--- src/hdl/assert_macros.svh ---
// Assertion helpers shared by the SHA-1 block.
// Both expect clk and arst_n in scope.
`ifndef ASSERT_MACROS_SVH
`define ASSERT_MACROS_SVH

// Clocked check, held off during reset, with a generic message.
`define SHA1MD_ASSERT(lbl, prop) \
	lbl: assert property (@(posedge clk) disable iff (!arst_n) prop) \
		else $error("sha1md assertion failed");

// Clocked check, held off during reset, with a caller-supplied message.
`define SHA1MD_ASSERT_MSG(lbl, prop, msg) \
	lbl: assert property (@(posedge clk) disable iff (!arst_n) prop) \
		else $error(msg);

`endif

--- src/hdl/sha1md_pkg.sv ---
package sha1md_pkg;

	typedef struct packed {
		logic [7:0] data_byte;
		logic       has_byte;
		logic       end_of_message;
	} sha1md_in_t;

	typedef struct packed {
		logic [31:0] digest_word;
		logic [2:0]  word_index;
		logic        last_word;
		logic        length_overflow;
	} sha1md_out_t;

	typedef enum logic [1:0] {
		JOB_BLOCK,
		JOB_FINAL,
		JOB_OVERFLOW
	} job_kind_t;

	typedef struct packed {
		job_kind_t    kind;
		logic [511:0] block;
	} job_t;

	typedef enum logic {
		FR_ACCEPT,
		FR_TAIL
	} front_state_t;

	typedef enum logic [1:0] {
		CR_IDLE,
		CR_ROUND,
		CR_ADD,
		CR_OUT
	} core_state_t;

	localparam int QUEUE_DEPTH = 2;
	localparam int QPTR_W      = $clog2(QUEUE_DEPTH);
	localparam int QCNT_W      = $clog2(QUEUE_DEPTH + 1);

	localparam logic [8:0]  PAD_LIMIT_BITS = 9'd440;
	localparam logic [6:0]  LAST_ROUND     = 7'd79;
	localparam logic [2:0]  LAST_WORD_IDX  = 3'd4;
	localparam logic [7:0]  PAD_BYTE       = 8'h80;

	localparam logic [31:0] K_0 = 32'h5A827999;
	localparam logic [31:0] K_1 = 32'h6ED9EBA1;
	localparam logic [31:0] K_2 = 32'h8F1BBCDC;
	localparam logic [31:0] K_3 = 32'hCA62C1D6;

	function automatic logic [31:0] h_init(input logic [2:0] idx);
		logic [31:0] h;
		case (idx)
			3'd0:    h = 32'h67452301;
			3'd1:    h = 32'hEFCDAB89;
			3'd2:    h = 32'h98BADCFE;
			3'd3:    h = 32'h10325476;
			default: h = 32'hC3D2E1F0;
		endcase
		return h;
	endfunction

	// Place a byte big-endian at byte position pos of a 64-byte block.
	function automatic logic [511:0] put_byte(input logic [511:0] blk,
			input logic [5:0] pos, input logic [7:0] b);
		logic [511:0] r;
		r = blk;
		r[{~pos, 3'b000} +: 8] = b;
		return r;
	endfunction

	function automatic logic [31:0] rotl(input logic [31:0] x, input int n);
		return (x << n) | (x >> (32 - n));
	endfunction

endpackage

--- src/hdl/sha1md_front.sv ---
module sha1md_front import sha1md_pkg::*; (
	input  logic       clk,
	input  logic       arst_n,
	input  logic       msg_valid,
	output logic       msg_stall,
	input  sha1md_in_t msg,
	output logic       push,
	output job_t       push_job,
	input  logic       q_full
);

	front_state_t state_q, state_d;
	logic [511:0] buf_q, buf_d;
	logic [5:0]   pos_q, pos_d;
	logic [63:0]  len_q, len_d;
	logic         ovf_q, ovf_d;
	logic [63:0]  tail_len_q, tail_len_d;
	logic         tail_pad_q, tail_pad_d;

	logic         eff;
	logic [64:0]  sum;
	logic [63:0]  len_new;
	logic         ovf_new;
	logic [511:0] buf_ins, buf_pad;
	logic         full;
	logic [5:0]   pos_after;
	logic         take;

	assign msg_stall = (state_q != FR_ACCEPT) | q_full;
	assign take      = msg_valid & ~msg_stall;
	assign eff       = msg.has_byte & ~ovf_q;
	assign sum       = {1'b0, len_q} + 65'd8;
	assign len_new   = eff ? sum[63:0] : len_q;
	assign ovf_new   = ovf_q | (eff & sum[64]);
	assign buf_ins   = eff ? put_byte(buf_q, pos_q, msg.data_byte) : buf_q;
	assign full      = eff & (pos_q == 6'd63);
	assign pos_after = eff ? pos_q + 6'd1 : pos_q;
	assign buf_pad   = put_byte(buf_ins, pos_after, PAD_BYTE);

	always_comb begin
		state_d    = state_q;
		buf_d      = buf_q;
		pos_d      = pos_q;
		len_d      = len_q;
		ovf_d      = ovf_q;
		tail_len_d = tail_len_q;
		tail_pad_d = tail_pad_q;
		push       = 1'b0;
		push_job   = '{kind: JOB_BLOCK, block: buf_ins};
		case (state_q)
			FR_ACCEPT: begin
				if (take) begin
					if (msg.end_of_message) begin
						// close the message and drop back to reset values
						buf_d = '0;
						pos_d = '0;
						len_d = '0;
						ovf_d = 1'b0;
						push  = 1'b1;
						if (ovf_new) begin
							push_job = '{kind: JOB_OVERFLOW, block: '0};
						end else if (full) begin
							push_job   = '{kind: JOB_BLOCK, block: buf_ins};
							state_d    = FR_TAIL;
							tail_pad_d = 1'b1;
							tail_len_d = len_new;
						end else if ({pos_after, 3'b000} > PAD_LIMIT_BITS) begin
							push_job   = '{kind: JOB_BLOCK, block: buf_pad};
							state_d    = FR_TAIL;
							tail_pad_d = 1'b0;
							tail_len_d = len_new;
						end else begin
							push_job = '{kind: JOB_FINAL, block: {buf_pad[511:64], len_new}};
						end
					end else begin
						len_d = len_new;
						ovf_d = ovf_new;
						pos_d = pos_after;
						if (full) begin
							buf_d = '0;
							push  = ~ovf_new;
						end else begin
							buf_d = buf_ins;
						end
					end
				end
			end
			FR_TAIL: begin
				push_job = '{kind: JOB_FINAL,
					block: {(tail_pad_q ? PAD_BYTE : 8'h00), 440'b0, tail_len_q}};
				if (!q_full) begin
					push    = 1'b1;
					state_d = FR_ACCEPT;
				end
			end
			default: state_d = FR_ACCEPT;
		endcase
	end

	always_ff @(posedge clk or negedge arst_n) begin
		if (!arst_n) begin
			state_q    <= FR_ACCEPT;
			buf_q      <= '0;
			pos_q      <= '0;
			len_q      <= '0;
			ovf_q      <= 1'b0;
			tail_len_q <= '0;
			tail_pad_q <= 1'b0;
		end else begin
			state_q    <= state_d;
			buf_q      <= buf_d;
			pos_q      <= pos_d;
			len_q      <= len_d;
			ovf_q      <= ovf_d;
			tail_len_q <= tail_len_d;
			tail_pad_q <= tail_pad_d;
		end
	end

endmodule

--- src/hdl/sha1md_queue.sv ---
`include "assert_macros.svh"

module sha1md_queue import sha1md_pkg::*; (
	input  logic clk,
	input  logic arst_n,
	input  logic push,
	input  job_t push_job,
	output logic full,
	input  logic pop,
	output logic head_valid,
	output job_t head_job
);

	job_t              entries_q [QUEUE_DEPTH];
	logic [QPTR_W-1:0] wr_ptr_q, rd_ptr_q;
	logic [QCNT_W-1:0] count_q;

	assign full       = (count_q == QCNT_W'(QUEUE_DEPTH));
	assign head_valid = (count_q != '0);
	assign head_job   = entries_q[rd_ptr_q];

	always_ff @(posedge clk) begin
		if (push) begin
			entries_q[wr_ptr_q] <= push_job;
		end
	end

	always_ff @(posedge clk or negedge arst_n) begin
		if (!arst_n) begin
			wr_ptr_q <= '0;
			rd_ptr_q <= '0;
			count_q  <= '0;
		end else begin
			if (push) begin
				wr_ptr_q <= (wr_ptr_q == QPTR_W'(QUEUE_DEPTH - 1)) ? '0 : wr_ptr_q + 1'b1;
			end
			if (pop) begin
				rd_ptr_q <= (rd_ptr_q == QPTR_W'(QUEUE_DEPTH - 1)) ? '0 : rd_ptr_q + 1'b1;
			end
			count_q <= count_q + QCNT_W'(push) - QCNT_W'(pop);
		end
	end

	`SHA1MD_ASSERT(a_no_overfill, push |-> !full)
	`SHA1MD_ASSERT_MSG(a_no_underrun, pop |-> count_q != '0, "pop from empty queue")

endmodule

--- src/hdl/sha1md_core.sv ---
`include "assert_macros.svh"

module sha1md_core import sha1md_pkg::*; (
	input  logic        clk,
	input  logic        arst_n,
	input  logic        job_valid,
	input  job_t        job,
	output logic        pop,
	output logic        dig_valid,
	input  logic        dig_stall,
	output sha1md_out_t dig
);

	core_state_t state_q, state_d;
	logic [31:0] chain_q [5];
	logic [31:0] w_q [16];
	logic [31:0] a_q, b_q, c_q, d_q, e_q;
	logic [6:0]  round_q;
	logic        final_q;
	logic        ovf_out_q;
	logic [2:0]  idx_q;

	logic [31:0] f, k, temp, w_new, word_sel;

	always_comb begin
		if (round_q < 7'd20) begin
			f = (b_q & c_q) | (~b_q & d_q);
			k = K_0;
		end else if (round_q < 7'd40) begin
			f = b_q ^ c_q ^ d_q;
			k = K_1;
		end else if (round_q < 7'd60) begin
			f = (b_q & c_q) | (b_q & d_q) | (c_q & d_q);
			k = K_2;
		end else begin
			f = b_q ^ c_q ^ d_q;
			k = K_3;
		end
	end

	assign temp  = rotl(a_q, 5) + f + e_q + w_q[0] + k;
	assign w_new = rotl(w_q[13] ^ w_q[8] ^ w_q[2] ^ w_q[0], 1);

	always_comb begin
		case (idx_q)
			3'd0:    word_sel = chain_q[0];
			3'd1:    word_sel = chain_q[1];
			3'd2:    word_sel = chain_q[2];
			3'd3:    word_sel = chain_q[3];
			default: word_sel = chain_q[4];
		endcase
	end

	assign dig_valid = (state_q == CR_OUT);
	always_comb begin
		if (ovf_out_q) begin
			dig = '{digest_word: '0, word_index: '0, last_word: 1'b1, length_overflow: 1'b1};
		end else begin
			dig = '{digest_word: word_sel, word_index: idx_q,
				last_word: (idx_q == LAST_WORD_IDX), length_overflow: 1'b0};
		end
	end

	always_comb begin
		state_d = state_q;
		pop     = 1'b0;
		case (state_q)
			CR_IDLE: begin
				if (job_valid) begin
					pop     = 1'b1;
					state_d = (job.kind == JOB_OVERFLOW) ? CR_OUT : CR_ROUND;
				end
			end
			CR_ROUND: begin
				if (round_q == LAST_ROUND) begin
					state_d = CR_ADD;
				end
			end
			CR_ADD: state_d = final_q ? CR_OUT : CR_IDLE;
			CR_OUT: begin
				if (!dig_stall && (ovf_out_q || idx_q == LAST_WORD_IDX)) begin
					state_d = CR_IDLE;
				end
			end
			default: state_d = CR_IDLE;
		endcase
	end

	always_ff @(posedge clk or negedge arst_n) begin
		if (!arst_n) begin
			state_q <= CR_IDLE;
		end else begin
			state_q <= state_d;
		end
	end

	always_ff @(posedge clk or negedge arst_n) begin
		if (!arst_n) begin
			for (int i = 0; i < 5; i++) begin
				chain_q[i] <= h_init(3'(i));
			end
			round_q   <= '0;
			final_q   <= 1'b0;
			ovf_out_q <= 1'b0;
			idx_q     <= '0;
		end else begin
			case (state_q)
				CR_IDLE: begin
					if (job_valid) begin
						ovf_out_q <= (job.kind == JOB_OVERFLOW);
						final_q   <= (job.kind == JOB_FINAL);
						idx_q     <= '0;
						round_q   <= '0;
					end
				end
				CR_ROUND: round_q <= round_q + 7'd1;
				CR_ADD: begin
					chain_q[0] <= chain_q[0] + a_q;
					chain_q[1] <= chain_q[1] + b_q;
					chain_q[2] <= chain_q[2] + c_q;
					chain_q[3] <= chain_q[3] + d_q;
					chain_q[4] <= chain_q[4] + e_q;
					ovf_out_q  <= 1'b0;
					idx_q      <= '0;
				end
				CR_OUT: begin
					if (!dig_stall) begin
						if (ovf_out_q || idx_q == LAST_WORD_IDX) begin
							for (int i = 0; i < 5; i++) begin
								chain_q[i] <= h_init(3'(i));
							end
							ovf_out_q <= 1'b0;
						end else begin
							idx_q <= idx_q + 3'd1;
						end
					end
				end
				default: ;
			endcase
		end
	end

	// working variables and message schedule window
	always_ff @(posedge clk) begin
		if (state_q == CR_IDLE && job_valid) begin
			for (int i = 0; i < 16; i++) begin
				w_q[i] <= job.block[511 - 32*i -: 32];
			end
			a_q <= chain_q[0];
			b_q <= chain_q[1];
			c_q <= chain_q[2];
			d_q <= chain_q[3];
			e_q <= chain_q[4];
		end else if (state_q == CR_ROUND) begin
			for (int i = 0; i < 15; i++) begin
				w_q[i] <= w_q[i+1];
			end
			w_q[15] <= w_new;
			e_q <= d_q;
			d_q <= c_q;
			c_q <= rotl(b_q, 30);
			b_q <= a_q;
			a_q <= temp;
		end
	end

	`SHA1MD_ASSERT(a_round_bound, state_q == CR_ROUND |-> round_q <= LAST_ROUND)
	`SHA1MD_ASSERT_MSG(a_out_hold, dig_valid && dig_stall |=> $stable(idx_q) && dig_valid,
		"digest word moved while stalled")
	`SHA1MD_ASSERT(a_pop_idle, pop |-> state_q == CR_IDLE && job_valid)

endmodule

--- src/hdl/sha1_message_digest.sv ---
// SHA-1 digest over a byte stream.
// Input channel msg (msg_valid / msg_stall): each transfer carries at most one
// byte (has_byte) and may mark the end of the message (end_of_message). An
// item with neither has no effect.
// Output channel dig (dig_valid / dig_stall): after the end mark, five
// transfers give h0..h4 with word_index 0..4, last_word on the fifth. A
// message longer than 2^64 - 1 bits gives a single transfer with
// length_overflow set instead.
// Front: packs bytes and pads, one item per cycle, and pushes whole 64-byte
// blocks into a two-entry block queue; it stalls while that queue is full and
// while it pushes a second padding block when the end needs one.
// Back: one SHA-1 round per cycle; each block takes a load step, 80 rounds
// and an add step, so the sustained input rate is set by the round engine.
// With the engine idle, the first digest word is offered once the last block
// (the extra padding block, when one is needed) has had its rounds and add.
// The input keeps accepting into the queue while digest words wait on a
// stalled receiver; the digest payload holds steady while stalled.
// Reset clears buffer, length and chain value to the initial hash at once.
module sha1_message_digest import sha1md_pkg::*; (
	input  logic        clk,
	input  logic        arst_n,
	input  logic        msg_valid,
	output logic        msg_stall,
	input  sha1md_in_t  msg,
	output logic        dig_valid,
	input  logic        dig_stall,
	output sha1md_out_t dig
);

	logic push, q_full, pop, head_valid;
	job_t push_job, head_job;

	// byte packing, padding and length count
	sha1md_front u_front (
		.clk       (clk),
		.arst_n    (arst_n),
		.msg_valid (msg_valid),
		.msg_stall (msg_stall),
		.msg       (msg),
		.push      (push),
		.push_job  (push_job),
		.q_full    (q_full)
	);

	// decouple the front from the round engine
	sha1md_queue u_queue (
		.clk        (clk),
		.arst_n     (arst_n),
		.push       (push),
		.push_job   (push_job),
		.full       (q_full),
		.pop        (pop),
		.head_valid (head_valid),
		.head_job   (head_job)
	);

	// compression rounds, chain value and digest output
	sha1md_core u_core (
		.clk       (clk),
		.arst_n    (arst_n),
		.job_valid (head_valid),
		.job       (head_job),
		.pop       (pop),
		.dig_valid (dig_valid),
		.dig_stall (dig_stall),
		.dig       (dig)
	);

endmodule
--- config.mk ---
export PLATFORM = sky130hd
export DESIGN_NAME = sha1_message_digest
export DESIGN_NICKNAME = d
export VERILOG_FILES = /design/src/hdl/sha1md_pkg.sv /design/src/hdl/sha1md_front.sv /design/src/hdl/sha1md_queue.sv /design/src/hdl/sha1md_core.sv /design/src/hdl/sha1_message_digest.sv
export VERILOG_INCLUDE_DIRS = /design/src /design/src/hdl
export SDC_FILE = /design/constraint.sdc
export NUM_CORES = 2
export LEC_CHECK = 0
export BUFFER_PORTS_ARGS = -buffer_cell sky130_fd_sc_hd__buf_2
export CORE_UTILIZATION = 40
export CTS_BUF_LIST = sky130_fd_sc_hd__clkbuf_4
export DETAILED_ROUTE_END_ITERATION = 10
export GPL_TIMING_DRIVEN = 0
export SYNTH_ARGS = -nofsm -noshare
export SYNTH_HDL_FRONTEND = slang
export SYNTH_SLANG_ARGS = --single-unit
--- constraint.sdc ---
create_clock -name clk -period 41.8 [get_ports clk]
set_clock_uncertainty 0.2 [all_clocks]
set_input_delay 8.36 -clock clk [delete_from_list [all_inputs] [get_ports clk]]
set_output_delay 8.36 -clock clk [all_outputs]
set_load 0.03 [all_outputs]
==> results_tabular.tex <==
\begin{tabular}{lr}
\hline
Metric & Value \\
\hline
\multicolumn{2}{l}{\textbf{Power and ir drop}} \\
Largest vdd supply drop & about 0.000024 V \\
PnR Total Power & approximately 5.8 mW \\
PD cells & 42.4 nW/um\^{}2 \\
Leakage power figure & 53.0 nW \\
\multicolumn{2}{l}{\textbf{Timing}} \\
Peak clock frequency supported by timing & 73.0 MHz \\
Final hold violations & 0 \\
Final-report setup violation count & 0 \\
Share of the cycle needed by the critical path after routing & 0.328 \\
Setup repair after global routing missed its margin & no \\
Max transition margin & -0.0623 \\
Number of max-slew violations in the final report & 115 \\
Time the final worst path needs with I/O delays and setup & 13.69 ns \\
Actual transition at the worst max-transition pin & 1.59 ns \\
Setup TNS & 0 ns \\
Min setup slack post-route & 28.11 ns \\
Worst slack on hold paths & 0.263 ns \\
\multicolumn{2}{l}{\textbf{Worst setup path}} \\
CP startpoint & u\_core.idx\_q[2] \\
Maximum fanout encountered on the critical timing path & 10 \\
Startpoint of the worst-slack reg-to-reg timing path & u\_core.round\_q[5] \\
CP Class & register to output port \\
Startpoint Class & register \\
Critical Path AT & 5.13 ns \\
CP Cell Sequence & inv\_1, clkbuf\_1, clkbuf\_1, ha\_1, clkbuf\_1, a22oi\_1, nand3\_1, o21ai\_0, nor2\_1, buf\_2 \\
Data required, critical path & 33.24 ns \\
Slowest cell on crit path & sky130\_fd\_sc\_hd\_\_clkbuf\_1 \\
Slowest stage delay, CP & 0.64 ns \\
Capturing element type of the critical path & output port \\
Family with the most delay on the worst path & buffers and inverters \\
Combined buffer and inverter count along the critical path & 5 \\
Cell mode on critical path & sky130\_fd\_sc\_hd\_\_clkbuf\_1 \\
\multicolumn{2}{l}{\textbf{GRT}} \\
First-pass GRT wire length & about 680,000 um \\
Maximum number of pins on one net before global-route repair & roughly 110 \\
Total track usage & 0.320 \\
Antenna violations before repair & 34 \\
Number of global-route vias before repair & 92,400 \\
GRT Residual Overflow & 0 \\
\multicolumn{2}{l}{\textbf{Detailed routing}} \\
Antenna Violating Nets Remaining & 0 \\
Met2 wirelength from detailed routing & 215,000 um \\
Drt wl/cell & 30.9 um \\
Post-detailed-route DRC marker count & 0 \\
Via count of the routed design & 95,500 \\
Met3 wire length & 50,600 um \\
First-pass DRT Iterations & 7 \\
Met1 Routed Length & 185,000 um \\
Uppermost signal routing layer after detailed routing & met4 \\
Via density per instance & 5.99 \\
DRT iter0 DRCs & 13,200 \\
Total routed wirelength & 492,000 um \\
\multicolumn{2}{l}{\textbf{Placement}} \\
Worst slack at placement & between 20 and 30 ns \\
DP Wirelength & 366,000 um \\
IO Port Bufs & 50 \\
Inst Count DP & approximately 15,000 \\
Routability congestion estimate from global placement & 1.03 \\
\multicolumn{2}{l}{\textbf{Yosys}} \\
Summed instance area of the synthesized netlist & 120,000 sq um \\
Number of warnings printed during yosys synthesis & 0 \\
Average instance area after synthesis & 11.3 sq um \\
Number of distinct library cells after synthesis & 99 \\
Synthesized instance count & 10,600 \\
Part of the Yosys area used for sequential elements & 0.599 \\
Number of synthesized flops with an enable pin & 1,700 \\
Synthesized Nets & 11,000 \\
Primary flip-flop cell chosen by synthesis mapping & sky130\_fd\_sc\_hd\_\_edfxtp\_1 \\
FFs w/ async S/R, synth & 0.326 \\
Number of register bits inferred by synthesis & 2,521 \\
\multicolumn{2}{l}{\textbf{Outcome}} \\
Failing checks & capacitance limit, slew limit \\
Status & finished, violations left \\
\multicolumn{2}{l}{\textbf{Die}} \\
Die span in x & 549 um \\
Initial standard-cell utilization of the core & 0.403 \\
Number of placement rows & 200 \\
Total Die Area & 301,000 sq um \\
I/O pin cnt & 53 \\
Total core area & 297,000 sq um \\
Die extent in y & 549 um \\
\multicolumn{2}{l}{\textbf{Min path}} \\
Hold Path Origin & u\_core.w\_q[12][23] \\
Class of the worst hold path & register to register \\
\multicolumn{2}{l}{\textbf{CTS}} \\
CTS clk-pin slew, worst paths & 0.07 ns \\
CTS Root Buffer Type & sky130\_fd\_sc\_hd\_\_clkbuf\_4 \\
Later-pin clock latency in the skew report & 1.61 ns \\
CTS Hold Bufs & 0 \\
Clock tree sinks & roughly 2,500 \\
Gates resized, CTS repair & 0 \\
CTS tree & done \\
H-Tree Level Count & 6 \\
Cts bufs inserted & 672 \\
Post-CTS Setup Repair Bufs & 0 \\
Maximum count of clock buffers along a single path & 4 \\
\multicolumn{2}{l}{\textbf{Finish}} \\
Nets@finish & between 10,000 and 15,000 \\
Count of placed standard cells in the final layout, fillers left out & 15,900 \\
Fraction of layout instances using a drive strength above 1 & 0.124 \\
Area growth from synthesis to final layout & 13.5\% \\
\multicolumn{2}{l}{\textbf{Flow run}} \\
Max-capacitance violation count & 16 \\
\hline
\end{tabular}
registers in the layout, summed over array words and instances, names as in the netlist:
| signal | cells |
|---|---|
| u_core.e_q | 32 |
| u_front.state_q | 1 |
| u_front.tail_len_q | 61 |
| u_core.ovf_out_q | 1 |
| u_front.tail_pad_q | 1 |
| u_front.len_q | 61 |
| u_front.buf_q | 512 |
| u_core.round_q | 7 |
| u_core.final_q | 1 |
| u_core.d_q | 32 |
| u_core.state_q | 2 |
| u_queue.count_q | 2 |
| u_queue.entries_q | 1028 |
| u_core.chain_q | 160 |
| u_core.c_q | 32 |
| u_core.b_q | 32 |
| u_core.a_q | 32 |
| u_core.idx_q | 3 |
| u_front.pos_q | 6 |
| u_front.ovf_q | 1 |
| u_core.w_q | 512 |
| u_queue.wr_ptr_q | 1 |
| u_queue.rd_ptr_q | 1 |
final timing paths:
check	cells past startpoint	end	slack (ns)
worst max-delay path	10	dig[12]	28.11
worst min-delay path	2	u_core.w_q[11][23]	0.26
worst max register to register	25	u_core.a_q[28]	32.34
worst min register to register	2	u_core.w_q[11][23]	0.26
max in group asynchronous	5	u_front.len_q[6]	31.99
min in group asynchronous	1	u_core.chain_q[80]	6.66
through the flow:
stage | utilization | area [sq um]
global route | 0.457 | 136000
finish | 0.457 | 136000
detailed placement | 0.426 | 127000
global placement | 0.420 | 125000
CTS | 0.457 | 136000
floorplan | - | 120000
synthesized netlist by cell type (9+ instances only):
master / count / share of area
sky130_fd_sc_hd__a32o_1: 22 / 0.0018
sky130_fd_sc_hd__o311ai_0: 9 / 0.00066
sky130_fd_sc_hd__a211oi_1: 34 / 0.0021
sky130_fd_sc_hd__o21ai_1: 67 / 0.0028
sky130_fd_sc_hd__a21oi_1: 756 / 0.032
sky130_fd_sc_hd__nor3_1: 69 / 0.0029
sky130_fd_sc_hd__nand2b_1: 28 / 0.0015
sky130_fd_sc_hd__fa_1: 119 / 0.020
sky130_fd_sc_hd__inv_1: 237 / 0.0074
sky130_fd_sc_hd__or2_2: 9 / 0.00047
sky130_fd_sc_hd__nand4_1: 24 / 0.0013
sky130_fd_sc_hd__mux2_2: 25 / 0.0024
sky130_fd_sc_hd__edfxtp_1: 1700 / 0.43
sky130_fd_sc_hd__xnor2_1: 192 / 0.014
sky130_fd_sc_hd__dfstp_2: 80 / 0.018
sky130_fd_sc_hd__a21o_1: 81 / 0.0051
sky130_fd_sc_hd__nor4_1: 9 / 0.00047
sky130_fd_sc_hd__nor2b_1: 30 / 0.0016
sky130_fd_sc_hd__o21bai_1: 28 / 0.0018
sky130_fd_sc_hd__o21ai_0: 875 / 0.037
sky130_fd_sc_hd__o22ai_1: 24 / 0.0013
sky130_fd_sc_hd__ha_1: 215 / 0.022
sky130_fd_sc_hd__mux2i_1: 598 / 0.050
sky130_fd_sc_hd__o31ai_1: 43 / 0.0027
sky130_fd_sc_hd__a22o_1: 485 / 0.036
sky130_fd_sc_hd__o221ai_1: 21 / 0.0015
sky130_fd_sc_hd__or3_1: 20 / 0.0010
sky130_fd_sc_hd__a221o_1: 25 / 0.0021
sky130_fd_sc_hd__buf_2: 21 / 0.00088
sky130_fd_sc_hd__nor2_1: 672 / 0.021
sky130_fd_sc_hd__nand3_1: 118 / 0.0049
sky130_fd_sc_hd__nand2_1: 2182 / 0.068
sky130_fd_sc_hd__o21a_1: 14 / 0.00088
sky130_fd_sc_hd__a31oi_1: 63 / 0.0033
sky130_fd_sc_hd__buf_1: 20 / 0.00063
sky130_fd_sc_hd__and3_1: 34 / 0.0018
sky130_fd_sc_hd__a221oi_1: 29 / 0.0021
sky130_fd_sc_hd__o211ai_1: 14 / 0.00088
sky130_fd_sc_hd__a22oi_1: 74 / 0.0046
sky130_fd_sc_hd__and2_1: 41 / 0.0021
sky130_fd_sc_hd__xor2_1: 155 / 0.011
sky130_fd_sc_hd__clkbuf_1: 464 / 0.015
sky130_fd_sc_hd__dfrtp_1: 741 / 0.16
sky130_fd_sc_hd__and3_2: 9 / 0.00056
kinds of logic after synthesis:
group / Yosys count / synth area share
AND/OR/NAND/NOR: 3292 / 0.112
AO/OA/AOI/OAI: 2749 / 0.144
flip-flops: 2521 / 0.599
buffers and inverters: 751 / 0.0242
multiplexers: 623 / 0.0524
XOR/XNOR: 348 / 0.0256
adder cells (fa/ha/maj): 334 / 0.0424
power breakdown:
part,total [mW],internal [mW],leakage [nW],switching (mW)
clock,2.31,1.19,5.35,1.12
sequential,2.83,2.80,28.5,0.0338
combinational,0.618,0.117,19.1,0.501
total,5.76,4.11,53.0,1.65
layout by cell type (no fill, tap or decap), types with 81 or more instances in the layout:
cell	count
sky130_fd_sc_hd__dfrtp_1	741
sky130_fd_sc_hd__nor2_1	670
sky130_fd_sc_hd__a21o_1	81
sky130_fd_sc_hd__clkbuf_4	1067
sky130_fd_sc_hd__edfxtp_1	1700
sky130_fd_sc_hd__nand3_1	118
sky130_fd_sc_hd__o21ai_0	875
sky130_fd_sc_hd__inv_1	237
sky130_fd_sc_hd__xor2_1	155
sky130_fd_sc_hd__clkbuf_1	441
sky130_fd_sc_hd__xnor2_1	192
sky130_fd_sc_hd__nand2_1	2181
sky130_fd_sc_hd__a21oi_1	756
sky130_fd_sc_hd__a22o_1	485
sky130_fd_sc_hd__clkinv_1	106
sky130_fd_sc_hd__fa_1	119
sky130_fd_sc_hd__mux2i_1	598
sky130_fd_sc_hd__ha_1	215
per-layer routing:
layer  vias up  GRT usage
met3      1316     0.0703
met2      6126      0.481
met4         0      0.240
li1      40600          -
met1     47400      0.406
met5         -          0
cell type report:
class | count | area, sq um
inverters | 238 | 893
diodes | 19 | 47.5
plain buffers | 513 | 2040
multi-input cells | 7346 | 45100
clock inverters | 170 | 972
flip-flops and latches | 2521 | 71700
well taps | 3939 | 4930
repair buffers | 127 | 2080
clock buffers | 1067 | 8010
fillers | 27600 | 161000
worst reg2reg max path: cells and delay by family (launching register included):
family | cells | cell delay, ns
compound gates | 9 | 3.00
xor+xnor | 1 | 0.17
fa+ha+maj | 4 | 1.89
buf+inv | 6 | 1.53
flops | 1 | 0.44
simple gates | 5 | 1.96
No activity file was read; power rests on OpenSTA's default activity.
